===== src/hdl/rmsg_pkg.sv =====
`default_nettype none

package rmsg_pkg;

    localparam int SAMPLE_W         = 24;
    localparam int THR_W            = 23;
    localparam int THR2_W           = 2 * THR_W;
    localparam int SUM_W            = 58;
    localparam int GATE_W           = 16;
    localparam int DECAY_W          = 15;

    localparam int MAX_BLOCK_DEF    = 4096;
    localparam int SAMPLE_BITS_DEF  = 24;

    localparam logic [THR_W-1:0]   THR_RESET  = THR_W'(83886);
    localparam logic [THR2_W-1:0]  THR2_RESET = THR2_W'(46'd83886 * 46'd83886);
    localparam logic [GATE_W-1:0]  GATE_ONE   = GATE_W'(32768);
    localparam logic [GATE_W-1:0]  GATE_FLOOR = GATE_W'(328);
    localparam logic [DECAY_W-1:0] DECAY_Q15  = DECAY_W'(32636);

    typedef struct packed {
        logic signed [SAMPLE_W-1:0] sample;
        logic                       last_in_block;
    } in_item_t;

    typedef struct packed {
        logic [GATE_W-1:0] gate_value;
        logic              gate_opened;
    } out_item_t;

endpackage

`default_nettype wire


===== src/hdl/block_rms_noise_gate.sv =====
`default_nettype none

// RMS noise gate. Send signed Q1.23 samples on the input channel, one transfer
// per clock at full rate, and mark the final sample of each block with
// last_in_block; each such sample yields one result transfer carrying the new
// Q1.15 gate gain and whether the block RMS exceeded the configured threshold. The
// result passes through registered steps after the last sample is taken: the
// square is registered on the taking edge, then add and block latch,
// threshold-times-count partial products, and compare and gate update. Input is
// only held off when a result is still waiting downstream and the small
// block-end pipeline behind it is full. The threshold register is taken on
// every cycle; its square is registered in the cycle after a write, still
// ahead of any block that ends with a sample taken on or after the write edge.
module block_rms_noise_gate #(
    parameter int MAX_BLOCK   = rmsg_pkg::MAX_BLOCK_DEF,
    parameter int SAMPLE_BITS = rmsg_pkg::SAMPLE_BITS_DEF
) (
    input  wire logic                       clk,
    input  wire logic                       rst_n,
    input  wire logic                       in_valid,
    output logic                            in_ready,
    input  wire rmsg_pkg::in_item_t         in_data,
    output logic                            out_valid,
    input  wire logic                       out_ready,
    output rmsg_pkg::out_item_t             out_data,
    input  wire logic                       cfg_valid,
    output logic                            cfg_ready,
    input  wire logic [rmsg_pkg::THR_W-1:0] cfg_data
);
    import rmsg_pkg::*;

    localparam int CNT_W = $clog2(MAX_BLOCK + 1);

    logic [THR_W-1:0] thr_reg;
    logic             blk_valid;
    logic             blk_ready;
    logic [SUM_W-1:0] blk_sum;
    logic [CNT_W-1:0] blk_count;

    assign cfg_ready = 1'b1;

    always_ff @(posedge clk or negedge rst_n)
    begin
        if (!rst_n)
            thr_reg <= THR_RESET;
        else if (cfg_valid && cfg_ready)
            thr_reg <= cfg_data;
    end

    rmsg_accum #(
        .MAX_BLOCK   (MAX_BLOCK),
        .SAMPLE_BITS (SAMPLE_BITS)
    ) u_accum (
        .clk       (clk),
        .rst_n     (rst_n),
        .in_valid  (in_valid),
        .in_ready  (in_ready),
        .in_data   (in_data),
        .blk_valid (blk_valid),
        .blk_ready (blk_ready),
        .blk_sum   (blk_sum),
        .blk_count (blk_count)
    );

    rmsg_decide #(
        .MAX_BLOCK (MAX_BLOCK)
    ) u_decide (
        .clk       (clk),
        .rst_n     (rst_n),
        .thr       (thr_reg),
        .blk_valid (blk_valid),
        .blk_ready (blk_ready),
        .blk_sum   (blk_sum),
        .blk_count (blk_count),
        .out_valid (out_valid),
        .out_ready (out_ready),
        .out_data  (out_data)
    );

endmodule

`default_nettype wire


===== src/hdl/rmsg_accum.sv =====
`default_nettype none

module rmsg_accum #(
    parameter int MAX_BLOCK   = rmsg_pkg::MAX_BLOCK_DEF,
    parameter int SAMPLE_BITS = rmsg_pkg::SAMPLE_BITS_DEF
) (
    input  wire logic                             clk,
    input  wire logic                             rst_n,
    input  wire logic                             in_valid,
    output logic                                  in_ready,
    input  wire rmsg_pkg::in_item_t               in_data,
    output logic                                  blk_valid,
    input  wire logic                             blk_ready,
    output logic [rmsg_pkg::SUM_W-1:0]            blk_sum,
    output logic [$clog2(MAX_BLOCK + 1)-1:0]      blk_count
);
    import rmsg_pkg::*;

    localparam int CNT_W = $clog2(MAX_BLOCK + 1);
    localparam int SQ_W  = 2 * SAMPLE_BITS;

    logic                   sq_valid_reg;
    logic [SQ_W-1:0]        sq_reg;
    logic                   sq_last_reg;
    logic [SUM_W-1:0]       sum_reg;
    logic [CNT_W-1:0]       cnt_reg;
    logic                   blk_valid_reg;
    logic [SUM_W-1:0]       blk_sum_reg;
    logic [CNT_W-1:0]       blk_cnt_reg;

    logic [SAMPLE_BITS-1:0] raw;
    logic [SAMPLE_BITS-1:0] mag;
    logic [SQ_W-1:0]        sq_next;
    logic [SUM_W:0]         sum_add;
    logic [SUM_W-1:0]       sum_next;
    logic [CNT_W-1:0]       cnt_next;
    logic                   blk_free;
    logic                   sq_take;
    logic                   in_take;

    assign raw      = in_data.sample[SAMPLE_BITS-1:0];
    assign mag      = raw[SAMPLE_BITS-1] ? (SAMPLE_BITS'(0) - raw) : raw;
    assign sq_next  = SQ_W'(mag) * SQ_W'(mag);

    assign sum_add  = {1'b0, sum_reg} + (SUM_W + 1)'(sq_reg);
    assign sum_next = sum_add[SUM_W] ? {SUM_W{1'b1}} : sum_add[SUM_W-1:0];
    assign cnt_next = (cnt_reg < CNT_W'(MAX_BLOCK)) ? cnt_reg + CNT_W'(1) : cnt_reg;

    assign blk_free = !blk_valid_reg || blk_ready;
    assign sq_take  = sq_valid_reg && (!sq_last_reg || blk_free);
    assign in_ready = !sq_valid_reg || sq_take;
    assign in_take  = in_valid && in_ready;

    assign blk_valid = blk_valid_reg;
    assign blk_sum   = blk_sum_reg;
    assign blk_count = blk_cnt_reg;

    always_ff @(posedge clk or negedge rst_n)
    begin
        if (!rst_n)
        begin
            sq_valid_reg  <= 1'b0;
            sum_reg       <= '0;
            cnt_reg       <= '0;
            blk_valid_reg <= 1'b0;
        end
        else
        begin
            if (in_take)
                sq_valid_reg <= 1'b1;
            else if (sq_take)
                sq_valid_reg <= 1'b0;

            if (sq_take && sq_last_reg)
            begin
                sum_reg       <= '0;
                cnt_reg       <= '0;
                blk_valid_reg <= 1'b1;
            end
            else
            begin
                if (sq_take)
                begin
                    sum_reg <= sum_next;
                    cnt_reg <= cnt_next;
                end
                if (blk_ready)
                    blk_valid_reg <= 1'b0;
            end
        end
    end

    always_ff @(posedge clk)
    begin
        if (in_take)
        begin
            sq_reg      <= sq_next;
            sq_last_reg <= in_data.last_in_block;
        end
        if (sq_take && sq_last_reg)
        begin
            blk_sum_reg <= sum_next;
            blk_cnt_reg <= cnt_next;
        end
    end

endmodule

`default_nettype wire


===== src/hdl/rmsg_decide.sv =====
`default_nettype none

module rmsg_decide #(
    parameter int MAX_BLOCK = rmsg_pkg::MAX_BLOCK_DEF
) (
    input  wire logic                             clk,
    input  wire logic                             rst_n,
    input  wire logic [rmsg_pkg::THR_W-1:0]       thr,
    input  wire logic                             blk_valid,
    output logic                                  blk_ready,
    input  wire logic [rmsg_pkg::SUM_W-1:0]       blk_sum,
    input  wire logic [$clog2(MAX_BLOCK + 1)-1:0] blk_count,
    output logic                                  out_valid,
    input  wire logic                             out_ready,
    output rmsg_pkg::out_item_t                   out_data
);
    import rmsg_pkg::*;

    localparam int CNT_W = $clog2(MAX_BLOCK + 1);
    localparam int PP_W  = THR_W + CNT_W;
    localparam int LIM_W = THR2_W + CNT_W;
    localparam int CMP_W = (SUM_W > LIM_W) ? SUM_W : LIM_W;
    localparam int PRD_W = GATE_W + DECAY_W;

    logic [THR2_W-1:0]  thr2_reg;
    logic               p_valid_reg;
    logic [SUM_W-1:0]   p_sum_reg;
    logic [PP_W-1:0]    pp_hi_reg;
    logic [PP_W-1:0]    pp_lo_reg;
    logic [GATE_W-1:0]  gate_reg;
    logic               res_valid_reg;
    out_item_t          res_reg;

    logic [PP_W-1:0]    pp_hi_next;
    logic [PP_W-1:0]    pp_lo_next;
    logic [CMP_W-1:0]   limit;
    logic               opened;
    logic [PRD_W-1:0]   decay_prod;
    logic [GATE_W-1:0]  gate_next;
    logic               res_free;
    logic               p_take;
    logic               blk_take;

    assign pp_hi_next = PP_W'(thr2_reg[THR2_W-1:THR_W]) * PP_W'(blk_count);
    assign pp_lo_next = PP_W'(thr2_reg[THR_W-1:0]) * PP_W'(blk_count);

    assign limit      = (CMP_W'(pp_hi_reg) << THR_W) + CMP_W'(pp_lo_reg);
    assign opened     = CMP_W'(p_sum_reg) > limit;
    assign decay_prod = PRD_W'(gate_reg) * PRD_W'(DECAY_Q15);

    always_comb
    begin
        if (opened)
            gate_next = GATE_ONE;
        else if (gate_reg >= GATE_FLOOR)
            gate_next = decay_prod[PRD_W-1:DECAY_W];
        else
            gate_next = gate_reg;
    end

    assign res_free  = !res_valid_reg || out_ready;
    assign p_take    = p_valid_reg && res_free;
    assign blk_ready = !p_valid_reg || res_free;
    assign blk_take  = blk_valid && blk_ready;

    assign out_valid = res_valid_reg;
    assign out_data  = res_reg;

    always_ff @(posedge clk or negedge rst_n)
    begin
        if (!rst_n)
        begin
            thr2_reg      <= THR2_RESET;
            p_valid_reg   <= 1'b0;
            gate_reg      <= GATE_ONE;
            res_valid_reg <= 1'b0;
        end
        else
        begin
            thr2_reg <= THR2_W'(thr) * THR2_W'(thr);

            if (blk_take)
                p_valid_reg <= 1'b1;
            else if (p_take)
                p_valid_reg <= 1'b0;

            if (p_take)
            begin
                gate_reg      <= gate_next;
                res_valid_reg <= 1'b1;
            end
            else if (out_ready)
                res_valid_reg <= 1'b0;
        end
    end

    always_ff @(posedge clk)
    begin
        if (blk_take)
        begin
            p_sum_reg <= blk_sum;
            pp_hi_reg <= pp_hi_next;
            pp_lo_reg <= pp_lo_next;
        end
        if (p_take)
        begin
            res_reg.gate_value  <= gate_next;
            res_reg.gate_opened <= opened;
        end
    end

endmodule

`default_nettype wire


===== config.mk =====
export PLATFORM = sky130hd
export DESIGN_NAME = block_rms_noise_gate
export DESIGN_NICKNAME = d
export VERILOG_FILES = /design/src/hdl/rmsg_pkg.sv /design/src/hdl/block_rms_noise_gate.sv /design/src/hdl/rmsg_accum.sv /design/src/hdl/rmsg_decide.sv
export SDC_FILE = /design/constraint.sdc
export NUM_CORES = 2
export LEC_CHECK = 0
export BUFFER_PORTS_ARGS = -buffer_cell sky130_fd_sc_hd__buf_2
export CAP_MARGIN = 10
export CELL_PAD_IN_SITES_DETAIL_PLACEMENT = 1
export CELL_PAD_IN_SITES_GLOBAL_PLACEMENT = 2
export CORE_UTILIZATION = 44
export CTS_CLUSTER_DIAMETER = 50
export DETAILED_ROUTE_END_ITERATION = 10
export PLACE_DENSITY = 0.83
export REMOVE_ABC_BUFFERS = 1
export SLEW_MARGIN = 20
export SYNTH_ARGS = -nofsm -noshare
export SYNTH_HDL_FRONTEND = slang
export SYNTH_SLANG_ARGS = --single-unit

===== constraint.sdc =====
create_clock -name clk -period 15.2 [get_ports clk]
set_clock_uncertainty 0.2 [all_clocks]
set_input_delay 0.76 -clock clk [delete_from_list [all_inputs] [get_ports clk]]
set_output_delay 0.76 -clock clk [all_outputs]
set_load 0.005 [all_outputs]

==> summary.txt <==
Worst hold path
  – Hold Path End: u_accum.sq_last_reg$_DFFE_PP_
  – Tightest Hold Check Type: input port to register
  – Hold path start: in_data[0]
  – Hold Path Depth: 1

Routing
  – Met3 wire length: around 8400 um
  – Drt drc: 0
  – Initial drt markers: 2,358
  – WL met1: about 88,000 um
  – DRT Wirelength: between 150,000 and 200,000 um
  – DRT antenna net count: 0
  – DR WL/cell: around 20 um
  – Max Used Layer: met4
  – Via Count: around 50,000
  – Met2 WL: approximately 95,000 um
  – Vias/cell: roughly 5.3
  – Drt pass-1 iters: 5

Clock network
  – Setup Buffers After CTS: 0
  – Worst-Skew Late Latency: about 0.7 ns
  – CTS tree: done
  – Clock sinks: around 430
  – Root Buffer: clkbuf_16
  – Clock buffer count from CTS: 69
  – H-tree levels: 3
  – Clock slew at reported path FFs: around 0.050 ns
  – Clk buf depth: 3

STA
  – Setup TNS: 0 ns
  – Rel. slew slack: 0.170
  – Final slew viol count: 0
  – Clock period minus worst slack: around 11 ns
  – RSZ-0062 raised after global routing: false
  – Final hold violations: 0
  – Fmax: 92.7 MHz
  – Fin crit share: 0.709
  – Final setup fails: 0
  – Slew @ Worst Pin: about 1.2 ns

Die
  – Die area: 168,000 um^2
  – Core Area: 165,000 um^2
  – FP Rows: roughly 150
  – Chip height: approximately 410 um
  – Initial Utilization: 0.443
  – I/O pins: between 70 and 80
  – Die width: just over 400 um

Global route
  – GRT Overall Usage: 0.240
  – Gr ovfl total: 0
  – Pin count of the biggest net entering global routing: 64
  – Vias in the first global route: between 50,000 and 60,000
  – First-pass GRT wire length: about 320,000 um
  – Initial antenna violation count: 3

Synth
  – Post-Synth XOR/XNOR Area: 0.0335
  – Cells after synthesis: around 7,500
  – Share of the synthesized area in the top cell type: 0.377
  – Synth Area in Simple Gates: 0.118
  – Top cells by area, synth: fa_1 (38%), ha_1 (12%), edfxtp_1 (11%)
  – Post-synthesis register bit count: ~430
  – Synth Area in Compound Gates: 0.0781
  – Synth warnings: 0
  – Syn avg cell area: approximately 9.7 um^2
  – Register area share after synthesis: 0.164
  – Yosys top cell by area: fa_1
  – Adder-Cell Fraction of Synth Area: 0.499
  – Top FF cell, synth: edfxtp_1
  – Synth Cell Area: 73,100 um^2
  – Main combinational cell family by area after synthesis: adder cells
  – Asr flop ratio synth: 0.374
  – EDFF count, synth: between 200 and 300
  – Distinct cells, synth: 90
  – Mux contribution to synthesized area: 0.00387

Job
  – Maxcap violations: 0

Run status
  – Status: completed

Place
  – Placed wire-length estimate: about 160,000 um
  – Port buffer count: just over 70
  – Inst Count DP: 9,616
  – Gpl congestion: around 0.96

Worst setup path
  – Largest delay share family, worst path: adder cells
  – Crit path kind: input port to register
  – Crit. End Element: register
  – Req. time, crit path: 15.44 ns
  – Worst path max stage delay: 0.79 ns
  – Worst-case reg-to-reg path depth: 24
  – Critical-path top delay cell: xor2_1
  – Bufs and invs on worst path: 10
  – Worst r2r src: thr_reg[6]$_DFFE_PN0P_
  – CP startpoint kind: input port
  – RR Endpoint: u_decide.thr2_reg[45]$_DFF_PN0_
  – Crit path DAT: ~11 ns
  – Most frequent CP cell: inv_1
  – Reg2Reg Setup Slack: 6.28 ns
  – Worst-path fanout max: 16

Finish
  – Most common cell after layout, fill and taps aside: inv_1
  – Post-layout nets: 9,643
  – Post-Layout Cell Count: 9,747
  – Most frequent cells in the layout: inv_1 (1,734), fa_1 (1,374), nand2_1 (840)
  – Layout area overhead: 7.03%
  – Share of layout cells above drive strength 1: 0.0461
-- cell families after synthesis --
| logic type | after synthesis |
|---|---|
| AO/OA/AOI/OAI | 853 |
| XOR/XNOR | 278 |
| adder cells (fa/ha/maj) | 2090 |
| buffers and inverters | 2002 |
| flip-flops | 425 |
| multiplexers | 26 |
| other | 2 |
| AND/OR/NAND/NOR | 1855 |
-- metal layers --
layer	global-route usage	up-vias
li1	-	23200
met1	0.329	27100
met2	0.406	851
met3	0.0316	196
met4	0.0468	0
met5	0	-
-- synth_stat cells, types with 9 or more instances --
master    number
a211o_1       10
a211oi_1      26
a21boi_0      10
a21o_1       139
a21oi_1      227
a22o_1        60
a31o_2        10
a31oi_1       26
and2_1       334
and3_1        30
clkbuf_1     241
dfrtp_1      130
dfstp_2       29
edfxtp_1     266
fa_1        1374
ha_1         716
inv_1       1735
inv_2         10
mux2_2        18
nand2_1      841
nand2b_1      35
nand3_1       74
nand3b_1       9
nand4_1       43
nor2_1       328
nor2b_1       37
nor3_1        49
nor4_1        11
o211ai_1      18
o21a_1        42
o21ai_0      132
o21ai_1       11
o21bai_1      36
o31ai_1       15
or2_2         11
or3_1         16
xnor2_1      170
xor2_1       106
-- worst max-delay path by stage --
stage                from                              end  slack, ns  depth (start not counted)
2_1_floorplan   out_ready  u_decide.p_sum_reg[0]$_DFFE_PP_       3.94                          2
3_3_place_gp   in_data[1]     u_accum.sq_reg[46]$_DFFE_PP_       4.10                         32
3_5_place_dp   in_data[1]     u_accum.sq_reg[47]$_DFFE_PP_       3.89                         34
4_1_cts        in_data[1]     u_accum.sq_reg[47]$_DFFE_PP_       4.63                         34
5_1_grt        in_data[1]     u_accum.sq_reg[47]$_DFFE_PP_       3.90                         33
6_report       in_data[1]     u_accum.sq_reg[47]$_DFFE_PP_       4.42                         34
-- area by class of cell --
cell class              instances  area (um^2)
flip-flops and latches        425        12000
fillers                     18600        86600
inverters                    1747         6560
repair buffers                132          832
diodes                          1         2.50
well taps                    2189         2740
clock inverters                44          497
clock buffers                  84         1910
multi-input cells            5125        53600
-- timing repair --
action / in CTS / in global routing
hold endpoints to repair: 42 / 0
hold buffers: 1 / 0
gates resized for setup: 0 / 0
-- per-stage QoR --
step	setup WS, ns	area [um^2]	utilization	hold WS [ns]
after floorplan	3.94	72200	-	0.200
after global routing	3.90	78200	0.474	0.0425
after global placement	4.10	75800	0.460	0.201
after detailed placement	3.89	75800	0.460	0.205
final	4.42	78200	0.474	0.0791
after CTS	4.63	78200	0.474	0.0196
Power is not shown: default switching activity piles up to over one toggle a cycle in this logic, so the estimate is an artifact.
